File: src/hdl/assert_macros.svh
// assertion helpers used by the top-level file that checks this block
`ifndef ASSERT_MACROS_SVH
`define ASSERT_MACROS_SVH

// checked on every rising clock edge outside reset
`define IKR_ASSERT(lbl, prop, msg) \
    lbl: assert property (@(posedge i_clk) disable iff (!i_rst_n) prop) else $error(msg);

// checked on every rising clock edge, reset included
`define IKR_ASSERT_RST(lbl, prop, msg) \
    lbl: assert property (@(posedge i_clk) prop) else $error(msg);

`endif

File: src/hdl/ikr_pkg.sv
`default_nettype none

package ikr_pkg;

    localparam int WIDTH   = 64;
    localparam int FIELD_W = 64;
    localparam int DEG_W   = 7;
    // for degree two or more the root never needs more than this many bits
    localparam int HALF    = (WIDTH + 1) / 2;
    localparam int BIT_W   = $clog2(HALF);
    localparam int SUM_W   = WIDTH + HALF;
    localparam int PC_W    = 4;

    typedef logic [PC_W-1:0] t_addr;

    localparam t_addr A_IDLE   = 4'd0;
    localparam t_addr A_CHECK  = 4'd1;
    localparam t_addr A_START  = 4'd2;
    localparam t_addr A_TEST   = 4'd3;
    localparam t_addr A_CAND   = 4'd4;
    localparam t_addr A_MUL_LO = 4'd5;
    localparam t_addr A_MUL_HI = 4'd6;
    localparam t_addr A_CMP    = 4'd7;
    localparam t_addr A_NEXT   = 4'd8;
    localparam t_addr A_FINISH = 4'd9;
    localparam t_addr A_ACCEPT = 4'd10;
    localparam t_addr A_DONE   = 4'd15;

    typedef enum logic [3:0] {
        OP_NOP,
        OP_LOAD,
        OP_INIT,
        OP_CAND,
        OP_MUL_LO,
        OP_MUL_HI,
        OP_ACC,
        OP_ACCEPT,
        OP_DEC,
        OP_OUT
    } t_op;

    typedef enum logic [3:0] {
        C_NEVER,
        C_ALWAYS,
        C_NO_REQ,
        C_SPECIAL,
        C_SKIP,
        C_CNT_ZERO,
        C_FITS,
        C_B_NZ,
        C_BUSY
    } t_cond;

    typedef struct packed {
        logic  rdy;
        t_op   op;
        t_cond cond;
        t_addr target;
    } t_ctl;

    typedef struct packed {
        logic req;
        logic busy;
        logic special;
        logic skip;
        logic cnt_zero;
        logic fits;
        logic b_nz;
    } t_stat;

endpackage

`default_nettype wire

File: src/hdl/ikr_if.sv
`default_nettype none

interface ikr_in_if;
    logic                        valid;
    logic                        ready;
    logic [ikr_pkg::FIELD_W-1:0] value;
    logic [ikr_pkg::DEG_W-1:0]   degree;

    modport source (output valid, output value, output degree, input ready);
    modport sink   (input valid, input value, input degree, output ready);
endinterface

interface ikr_out_if;
    logic                        valid;
    logic                        ready;
    logic [ikr_pkg::FIELD_W-1:0] root_floor;
    logic [ikr_pkg::FIELD_W-1:0] remainder;

    modport source (output valid, output root_floor, output remainder, input ready);
    modport sink   (input valid, input root_floor, input remainder, output ready);
endinterface

`default_nettype wire

File: src/hdl/ikr_sequencer.sv
`default_nettype none

module ikr_sequencer (
    input  wire logic           i_clk,
    input  wire logic           i_rst_n,
    input  wire ikr_pkg::t_stat i_stat,
    output ikr_pkg::t_ctl       o_ctl,
    output ikr_pkg::t_addr      o_pc
);

    // control store: one word per step
    function automatic ikr_pkg::t_ctl rom(input ikr_pkg::t_addr a);
        ikr_pkg::t_ctl w;
        unique case (a)
            ikr_pkg::A_IDLE:
                w = '{1'b1, ikr_pkg::OP_LOAD,   ikr_pkg::C_NO_REQ,   ikr_pkg::A_IDLE};
            ikr_pkg::A_CHECK:
                w = '{1'b0, ikr_pkg::OP_NOP,    ikr_pkg::C_SPECIAL,  ikr_pkg::A_DONE};
            ikr_pkg::A_START:
                w = '{1'b0, ikr_pkg::OP_INIT,   ikr_pkg::C_NEVER,    ikr_pkg::A_IDLE};
            ikr_pkg::A_TEST:
                w = '{1'b0, ikr_pkg::OP_NOP,    ikr_pkg::C_SKIP,     ikr_pkg::A_NEXT};
            ikr_pkg::A_CAND:
                w = '{1'b0, ikr_pkg::OP_CAND,   ikr_pkg::C_NEVER,    ikr_pkg::A_IDLE};
            ikr_pkg::A_MUL_LO:
                w = '{1'b0, ikr_pkg::OP_MUL_LO, ikr_pkg::C_CNT_ZERO, ikr_pkg::A_ACCEPT};
            ikr_pkg::A_MUL_HI:
                w = '{1'b0, ikr_pkg::OP_MUL_HI, ikr_pkg::C_NEVER,    ikr_pkg::A_IDLE};
            ikr_pkg::A_CMP:
                w = '{1'b0, ikr_pkg::OP_ACC,    ikr_pkg::C_FITS,     ikr_pkg::A_MUL_LO};
            ikr_pkg::A_NEXT:
                w = '{1'b0, ikr_pkg::OP_DEC,    ikr_pkg::C_B_NZ,     ikr_pkg::A_TEST};
            ikr_pkg::A_FINISH:
                w = '{1'b0, ikr_pkg::OP_NOP,    ikr_pkg::C_ALWAYS,   ikr_pkg::A_DONE};
            ikr_pkg::A_ACCEPT:
                w = '{1'b0, ikr_pkg::OP_ACCEPT, ikr_pkg::C_ALWAYS,   ikr_pkg::A_NEXT};
            // falls through to address zero once the result register is free
            ikr_pkg::A_DONE:
                w = '{1'b0, ikr_pkg::OP_OUT,    ikr_pkg::C_BUSY,     ikr_pkg::A_DONE};
            default:
                w = '{1'b0, ikr_pkg::OP_NOP,    ikr_pkg::C_ALWAYS,   ikr_pkg::A_IDLE};
        endcase
        return w;
    endfunction

    ikr_pkg::t_addr r_pc;
    ikr_pkg::t_addr n_pc;
    logic           w_take;

    assign o_ctl = rom(r_pc);
    assign o_pc  = r_pc;

    always_comb begin
        unique case (o_ctl.cond)
            ikr_pkg::C_NEVER:    w_take = 1'b0;
            ikr_pkg::C_ALWAYS:   w_take = 1'b1;
            ikr_pkg::C_NO_REQ:   w_take = !i_stat.req;
            ikr_pkg::C_SPECIAL:  w_take = i_stat.special;
            ikr_pkg::C_SKIP:     w_take = i_stat.skip;
            ikr_pkg::C_CNT_ZERO: w_take = i_stat.cnt_zero;
            ikr_pkg::C_FITS:     w_take = i_stat.fits;
            ikr_pkg::C_B_NZ:     w_take = i_stat.b_nz;
            ikr_pkg::C_BUSY:     w_take = i_stat.busy;
            default:             w_take = 1'b0;
        endcase
    end

    always_comb begin
        n_pc = w_take ? o_ctl.target : r_pc + ikr_pkg::t_addr'(1);
    end

    always_ff @(posedge i_clk) begin
        if (!i_rst_n) begin
            r_pc <= ikr_pkg::A_IDLE;
        end else begin
            r_pc <= n_pc;
        end
    end

endmodule

`default_nettype wire

File: src/hdl/ikr_datapath.sv
`default_nettype none

module ikr_datapath (
    input  wire logic          i_clk,
    input  wire logic          i_rst_n,
    input  wire ikr_pkg::t_ctl i_ctl,
    output ikr_pkg::t_stat     o_stat,
    ikr_in_if.sink             i_req,
    ikr_out_if.source          o_res
);

    localparam int W  = ikr_pkg::WIDTH;
    localparam int H  = ikr_pkg::HALF;
    localparam int BW = ikr_pkg::BIT_W;
    localparam int KW = ikr_pkg::DEG_W;
    localparam int SW = ikr_pkg::SUM_W;
    localparam int FW = ikr_pkg::FIELD_W;

    logic [W-1:0]    r_n;
    logic [KW-1:0]   r_k;
    logic [BW-1:0]   r_b;
    logic [H-1:0]    r_root;
    logic [H-1:0]    r_cand;
    logic [W-1:0]    r_acc;
    logic [KW-1:0]   r_cnt;
    logic [2*H-1:0]  r_pp;
    logic [SW-1:0]   r_sum;
    logic [W-1:0]    r_pw;
    logic            r_ovalid;
    logic [W-1:0]    r_oroot;
    logic [W-1:0]    r_orem;

    logic [H-1:0]    w_half;
    logic [2*H-1:0]  w_prod;
    logic [BW+KW-1:0] w_bk;
    logic [H-1:0]    w_cand;
    logic            w_fire;
    logic            w_busy;
    logic            w_load_out;
    logic            w_deg0;
    logic            w_trivial;

    // power so far times candidate, split at the half word
    assign w_half = (i_ctl.op == ikr_pkg::OP_MUL_HI) ? H'(r_acc[W-1:H]) : r_acc[H-1:0];
    assign w_prod = w_half * r_cand;
    assign w_bk   = r_b * r_k;
    assign w_cand = r_root | (H'(1) << r_b);

    assign w_fire     = i_req.valid && i_req.ready;
    assign w_busy     = r_ovalid && !o_res.ready;
    assign w_load_out = (i_ctl.op == ikr_pkg::OP_OUT) && !w_busy;
    assign w_deg0     = (r_k == '0);
    assign w_trivial  = (r_n == '0) || (r_k == KW'(1));

    assign i_req.ready = i_ctl.rdy && i_rst_n;

    always_comb begin
        o_stat.req      = i_req.valid;
        o_stat.busy     = w_busy;
        o_stat.special  = w_deg0 || w_trivial;
        // a set bit b gives at least 2^(b*k), too big for the value
        o_stat.skip     = w_bk >= (BW+KW)'(W);
        o_stat.cnt_zero = (r_cnt == '0);
        o_stat.fits     = r_sum <= SW'(r_n);
        o_stat.b_nz     = (r_b != '0);
    end

    always_ff @(posedge i_clk) begin
        unique case (i_ctl.op)
            ikr_pkg::OP_NOP: begin
            end
            ikr_pkg::OP_LOAD: begin
                if (w_fire) begin
                    r_n <= i_req.value[W-1:0];
                    r_k <= i_req.degree;
                end
            end
            ikr_pkg::OP_INIT: begin
                r_b    <= BW'(H - 1);
                r_root <= '0;
                r_pw   <= '0;
            end
            ikr_pkg::OP_CAND: begin
                r_cand <= w_cand;
                r_acc  <= W'(w_cand);
                r_cnt  <= r_k - KW'(1);
            end
            ikr_pkg::OP_MUL_LO: begin
                r_pp <= w_prod;
            end
            ikr_pkg::OP_MUL_HI: begin
                r_sum <= {w_prod, {H{1'b0}}} + SW'(r_pp);
                r_cnt <= r_cnt - KW'(1);
            end
            ikr_pkg::OP_ACC: begin
                r_acc <= r_sum[W-1:0];
            end
            ikr_pkg::OP_ACCEPT: begin
                r_root <= r_cand;
                r_pw   <= r_acc;
            end
            ikr_pkg::OP_DEC: begin
                r_b <= r_b - BW'(1);
            end
            ikr_pkg::OP_OUT: begin
                if (w_load_out) begin
                    priority if (w_deg0) begin
                        r_oroot <= '0;
                        r_orem  <= '0;
                    end else if (w_trivial) begin
                        r_oroot <= r_n;
                        r_orem  <= '0;
                    end else begin
                        r_oroot <= W'(r_root);
                        r_orem  <= r_n - r_pw;
                    end
                end
            end
            default: begin
            end
        endcase
    end

    always_ff @(posedge i_clk) begin
        if (!i_rst_n) begin
            r_ovalid <= 1'b0;
        end else if (w_load_out) begin
            r_ovalid <= 1'b1;
        end else if (o_res.ready) begin
            r_ovalid <= 1'b0;
        end
    end

    assign o_res.valid      = r_ovalid;
    assign o_res.root_floor = FW'(r_oroot);
    assign o_res.remainder  = FW'(r_orem);

endmodule

`default_nettype wire

File: src/hdl/integer_kth_root_remainder.sv
`default_nettype none

// Floor k-th root of an unsigned value with remainder value - root^k, one result per
// request. A small control store steps a datapath with one half-word multiplier: the
// root is built one bit at a time from the top, each trial power formed by k-1
// multiplies, each split into a low-half and a high-half step, plus a compare, stopping
// as soon as it passes the value. Degree zero, degree one and a zero value go from the
// check step straight to the done step. Otherwise a bit position whose trial power must
// exceed the value is skipped without a multiply; a tested one runs the multiply loop.
// A new request is taken while the previous result still waits in the output register.
`include "assert_macros.svh"

module integer_kth_root_remainder (
    input  wire logic  i_clk,
    input  wire logic  i_rst_n,
    ikr_in_if.sink     i_req,
    ikr_out_if.source  o_res
);

    ikr_pkg::t_ctl  w_ctl;
    ikr_pkg::t_stat w_stat;
    ikr_pkg::t_addr w_pc;

    ikr_sequencer u_seq (
        .i_clk   (i_clk),
        .i_rst_n (i_rst_n),
        .i_stat  (w_stat),
        .o_ctl   (w_ctl),
        .o_pc    (w_pc)
    );

    ikr_datapath u_dp (
        .i_clk   (i_clk),
        .i_rst_n (i_rst_n),
        .i_ctl   (w_ctl),
        .o_stat  (w_stat),
        .i_req   (i_req),
        .o_res   (o_res)
    );

    `IKR_ASSERT(a_accept_to_check, (i_req.valid && i_req.ready) |=> (w_pc == ikr_pkg::A_CHECK), "request accepted but sequencer did not advance")
    `IKR_ASSERT(a_result_from_done, $rose(o_res.valid) |-> ($past(w_pc) == ikr_pkg::A_DONE), "result raised outside the done step")
    `IKR_ASSERT(a_pc_mapped, (w_pc <= ikr_pkg::A_ACCEPT) || (w_pc == ikr_pkg::A_DONE), "sequencer reached an unused step")
    `IKR_ASSERT_RST(a_reset_clears, !i_rst_n |=> (!o_res.valid && (w_pc == ikr_pkg::A_IDLE)), "reset left control state set")

endmodule

`default_nettype wire

File: src/flat_wrapper.sv
// flat-port wrapper written by rule: the top's interface ports become plain ports
module integer_kth_root_remainder_flat 
  (i_clk, i_rst_n, i_req_valid, i_req_value, i_req_degree, i_req_ready, o_res_valid, o_res_root_floor, o_res_remainder, o_res_ready);
  ikr_in_if i_req_i ();
  ikr_out_if o_res_i ();
  input  wire logic i_clk;
  input  wire logic i_rst_n;
  input wire logic [$bits(i_req_i.valid)-1:0] i_req_valid;
  input wire logic [$bits(i_req_i.value)-1:0] i_req_value;
  input wire logic [$bits(i_req_i.degree)-1:0] i_req_degree;
  output wire logic [$bits(i_req_i.ready)-1:0] i_req_ready;
  output wire logic [$bits(o_res_i.valid)-1:0] o_res_valid;
  output wire logic [$bits(o_res_i.root_floor)-1:0] o_res_root_floor;
  output wire logic [$bits(o_res_i.remainder)-1:0] o_res_remainder;
  input wire logic [$bits(o_res_i.ready)-1:0] o_res_ready;
  assign i_req_i.valid = i_req_valid;
  assign i_req_i.value = i_req_value;
  assign i_req_i.degree = i_req_degree;
  assign i_req_ready = i_req_i.ready;
  assign o_res_valid = o_res_i.valid;
  assign o_res_root_floor = o_res_i.root_floor;
  assign o_res_remainder = o_res_i.remainder;
  assign o_res_i.ready = o_res_ready;
  integer_kth_root_remainder u_core (.i_clk(i_clk), .i_rst_n(i_rst_n), .i_req(i_req_i), .o_res(o_res_i));
endmodule
File: config.mk
export PLATFORM = sky130hd
export DESIGN_NAME = integer_kth_root_remainder_flat
export DESIGN_NICKNAME = d
export VERILOG_FILES = /design/src/hdl/ikr_pkg.sv /design/src/hdl/ikr_if.sv /design/src/hdl/ikr_sequencer.sv /design/src/hdl/ikr_datapath.sv /design/src/hdl/integer_kth_root_remainder.sv /design/src/flat_wrapper.sv
export VERILOG_INCLUDE_DIRS = /design/src /design/src/hdl
export SDC_FILE = /design/constraint.sdc
export NUM_CORES = 2
export LEC_CHECK = 0
export BUFFER_PORTS_ARGS = -buffer_cell sky130_fd_sc_hd__buf_2
export CAP_MARGIN = 20
export CORE_ASPECT_RATIO = 1.1
export CORE_MARGIN = 3
export CORE_UTILIZATION = 45
export CTS_CLUSTER_DIAMETER = 120
export CTS_CLUSTER_SIZE = 12
export DETAILED_ROUTE_END_ITERATION = 8
export PLACE_DENSITY = 0.64
export SLEW_MARGIN = 20
export SYNTH_ARGS = -nofsm -noshare
export SYNTH_HDL_FRONTEND = slang
export SYNTH_HIERARCHICAL = 1
export SYNTH_SLANG_ARGS = --single-unit
File: constraint.sdc
create_clock -name i_clk -period 34.1 [get_ports i_clk]
set_clock_uncertainty 0.1 [all_clocks]
set_input_delay 0 -clock i_clk [delete_from_list [all_inputs] [get_ports i_clk]]
set_output_delay 0 -clock i_clk [all_outputs]
set_load 0.05 [all_outputs]
==> out/qor.yml <==
route:
  drt-wirelength-per-cell_um: 23.3
  wl_um: 193000
  dr.pass1.iters: 6
  drc: 0
  drtIter0Drc: 3432
  final_antenna_net_count: 0
  via_count: 45848
  vias_per_cell: 5.54
global_route:
  grt_max_degree: 87
  antenna_found_initial: 5
  grt.total_usage: 0.264
  grt_pass1_wl_um: 294000
  grt_pass1_vias: 48339
  grt_remaining_overflow: 0
die:
  dieArea_mm2: 0.146
  coreArea_mm2: 0.140
  rows: 144
  start_util: 0.454
  pin_count: 205
  die_w_um: 365
  die_h_um: 401
sta:
  clock.fmax_mhz: 81.4
  period_share: 0.360
  maxSlewHeadroom: 0.291
  layout_min_cycle_time_ps: 12290
  hold_violations: 0
  finalSetupTns_ps: 0
  worst_pin_slew_ps: 1060
  rsz0062_at_grt: "false"
  maxSlewViolCount: 0
  setup_viol: 0
synthesis:
  syn_nets: 7719
  synth.avg_cell_area_um2: 10.2
  ys_seq_elements: 581
  synth-seq-area-share: 0.271
  ys_warn_count: 6
  synth_flop_cell: "edfxtp_1"
  ys_top_cells_by_count: "1055 x inv_1, 913 x fa_1, 738 x and2_1"
  yosysMostFrequentCell: "inv_1"
  async_reset_ff_frac: 0
  synth_top_area_cell: "fa_1"
  synthTopCellsByArea: "fa_1 29%, edfxtp_1 27%, ha_1 9.0%, and2_1 7.2%, inv_1 6.2%"
  netlist_area_mm2: 0.0638
  synth_cell_types: 94
  synth_edf_count: 563
  syn_inst: 6274
  synth_top_area_frac: 0.287
critical_path:
  cp-end-kind: "register"
  crit_required_ps: 34370
  max_stage_delay_ps: 930
  crit_slowest_cell: "mux2_2"
  critPathMostFrequentCell: "fa_1"
  path_max_fanout: 45
  cp-start-kind: "register"
  worstSetupPathType: "register to register"
  crit_arrival_ps: 12560
cells_and_area:
  area_growth_syn_to_layout_pct: 8.80
  drive_above_1_share: 0.0645
  nets: 7884
clock_tree:
  cts_resized: 0
  cts.htree.levels: 2
  post-cts-setup-buffers: 0
  clkSlewWorstSetupHoldPaths_ps: 60
  cts_tree: "done"
  hold_buffers: 145
  numCtsBuffers: 54
  cts_root_buf: "clkbuf_16"
  cts.sinks: 581
  clock_latency_ps: 650
  clockBufferDepth: 3
placed_design:
  portBuffers: 204
  gp_congestion: 0.945
  place_hpwl_um: 149000
status:
  status: "completed"
hold_path:
  hp-class: "input port to register"
flow_run:
  max-cap-violations: 0
==> critical path, delay by kind of cell, from the launching register on <==
| kind | cells | cell delay, ps |
|---|---|---|
| AO/OA/AOI/OAI | 7 | 1450 |
| XOR/XNOR | 2 | 280 |
| adder cells (fa/ha/maj) | 10 | 4650 |
| buffers and inverters | 8 | 1000 |
| flip-flops | 1 | 510 |
| multiplexers | 1 | 930 |
| AND/OR/NAND/NOR | 12 | 2990 |
==> worst paths after layout <==
path	slack, ps	endpoint	depth (start not counted)	from
hold / removal	210	u_core/u_seq/o_ctl[6]	4	i_rst_n
setup / recovery	21810	u_core/u_dp/r_sum[88]	40	u_core/u_seq/o_ctl[8]
hold reg to reg	280	u_core/u_dp/r_sum[19]	0	u_core/u_dp/r_pp[19]
setup reg to reg	21810	u_core/u_dp/r_sum[88]	40	u_core/u_seq/o_ctl[8]
==> kinds of logic (layout without fill, tap and decap cells) <==
group	count (synthesis)	in the layout	synth area share
AOI/OAI and AO/OA	686	686	0.0710
xor gates and xnor gates	179	179	0.0252
adders and majority gates	1370	1370	0.376
buffers and inverters	1362	1541	0.0807
DFF	581	581	0.271
muxes	82	82	0.0137
other	0	5	0
and+or+nand+nor	2014	2014	0.162
==> through the flow <==
| stage | utilization | instances | setup WS, ps | hold WS [ps] | cell area, um2 |
|---|---|---|---|---|---|
| 2_1_floorplan | - | 6274 | 23140 | -1.13 | 63800 |
| 3_3_place_gp | 0.473 | 8063 | 22120 | 77.3 | 66400 |
| 3_5_place_dp | 0.473 | 8063 | 21940 | 78.1 | 66400 |
| 4_1_cts | 0.494 | 8278 | 21880 | 168 | 69400 |
| 5_1_grt | 0.494 | 8278 | 21240 | 220 | 69400 |
| 6_report | 0.494 | 8283 | 21810 | 211 | 69400 |
==> placed cells by master (no fill, tap or decap), types with 82 or more instances in the layout <==
cell | Yosys | routed
nor2_1 | 281 | 278
fa_1 | 913 | 913
o21ai_0 | 102 | 102
a21oi_1 | 188 | 188
and2_1 | 738 | 738
ha_1 | 457 | 457
edfxtp_1 | 563 | 563
buf_2 | 4 | 204
dlygate4sd3_1 | 0 | 145
nand2_1 | 602 | 601
nor3_1 | 85 | 82
inv_1 | 1055 | 1054
xnor2_1 | 112 | 112
a21o_1 | 160 | 160
==> registers in the layout, summed over array words and instances, names as in the netlist <==
register / flops
u_core/u_dp/r_k: 7
u_core/u_dp/o_res.root_floor: 64
u_core/u_dp/r_cand: 32
u_core/u_dp/r_sum: 96
u_core/u_dp/r_cnt: 7
u_core/u_dp/o_res.remainder: 64
u_core/u_seq/o_ctl: 13
u_core/u_dp/r_pw: 64
u_core/u_dp/r_pp: 64
u_core/u_dp/o_res.valid: 1
u_core/u_dp/r_b: 5
u_core/u_seq/o_pc: 4
u_core/u_dp/r_n: 64
u_core/u_dp/r_acc: 64
u_core/u_dp/r_root: 32
==> layout make-up <==
type | count | area, um2
tap | 1825 | 2280
fill | 12802 | 71000
clock inverter | 3 | 55.1
timing repair buffer | 413 | 2950
antenna | 5 | 12.5
inverter | 1058 | 3970
multi-input combinational | 4331 | 41400
sequential | 581 | 17300
clock buffer | 67 | 1420
==> layer usage <==
| layer | wire, um | global-route usage |
|---|---|---|
| met1 | 76500 | 0.336 |
| met2 | 94400 | 0.451 |
| met3 | 11400 | 0.0269 |
| met4 | 11000 | 0.127 |
| met5 | 0 | 0 |
Power is not shown: default switching activity piles up to over one toggle a cycle in this logic, so the estimate is an artifact.
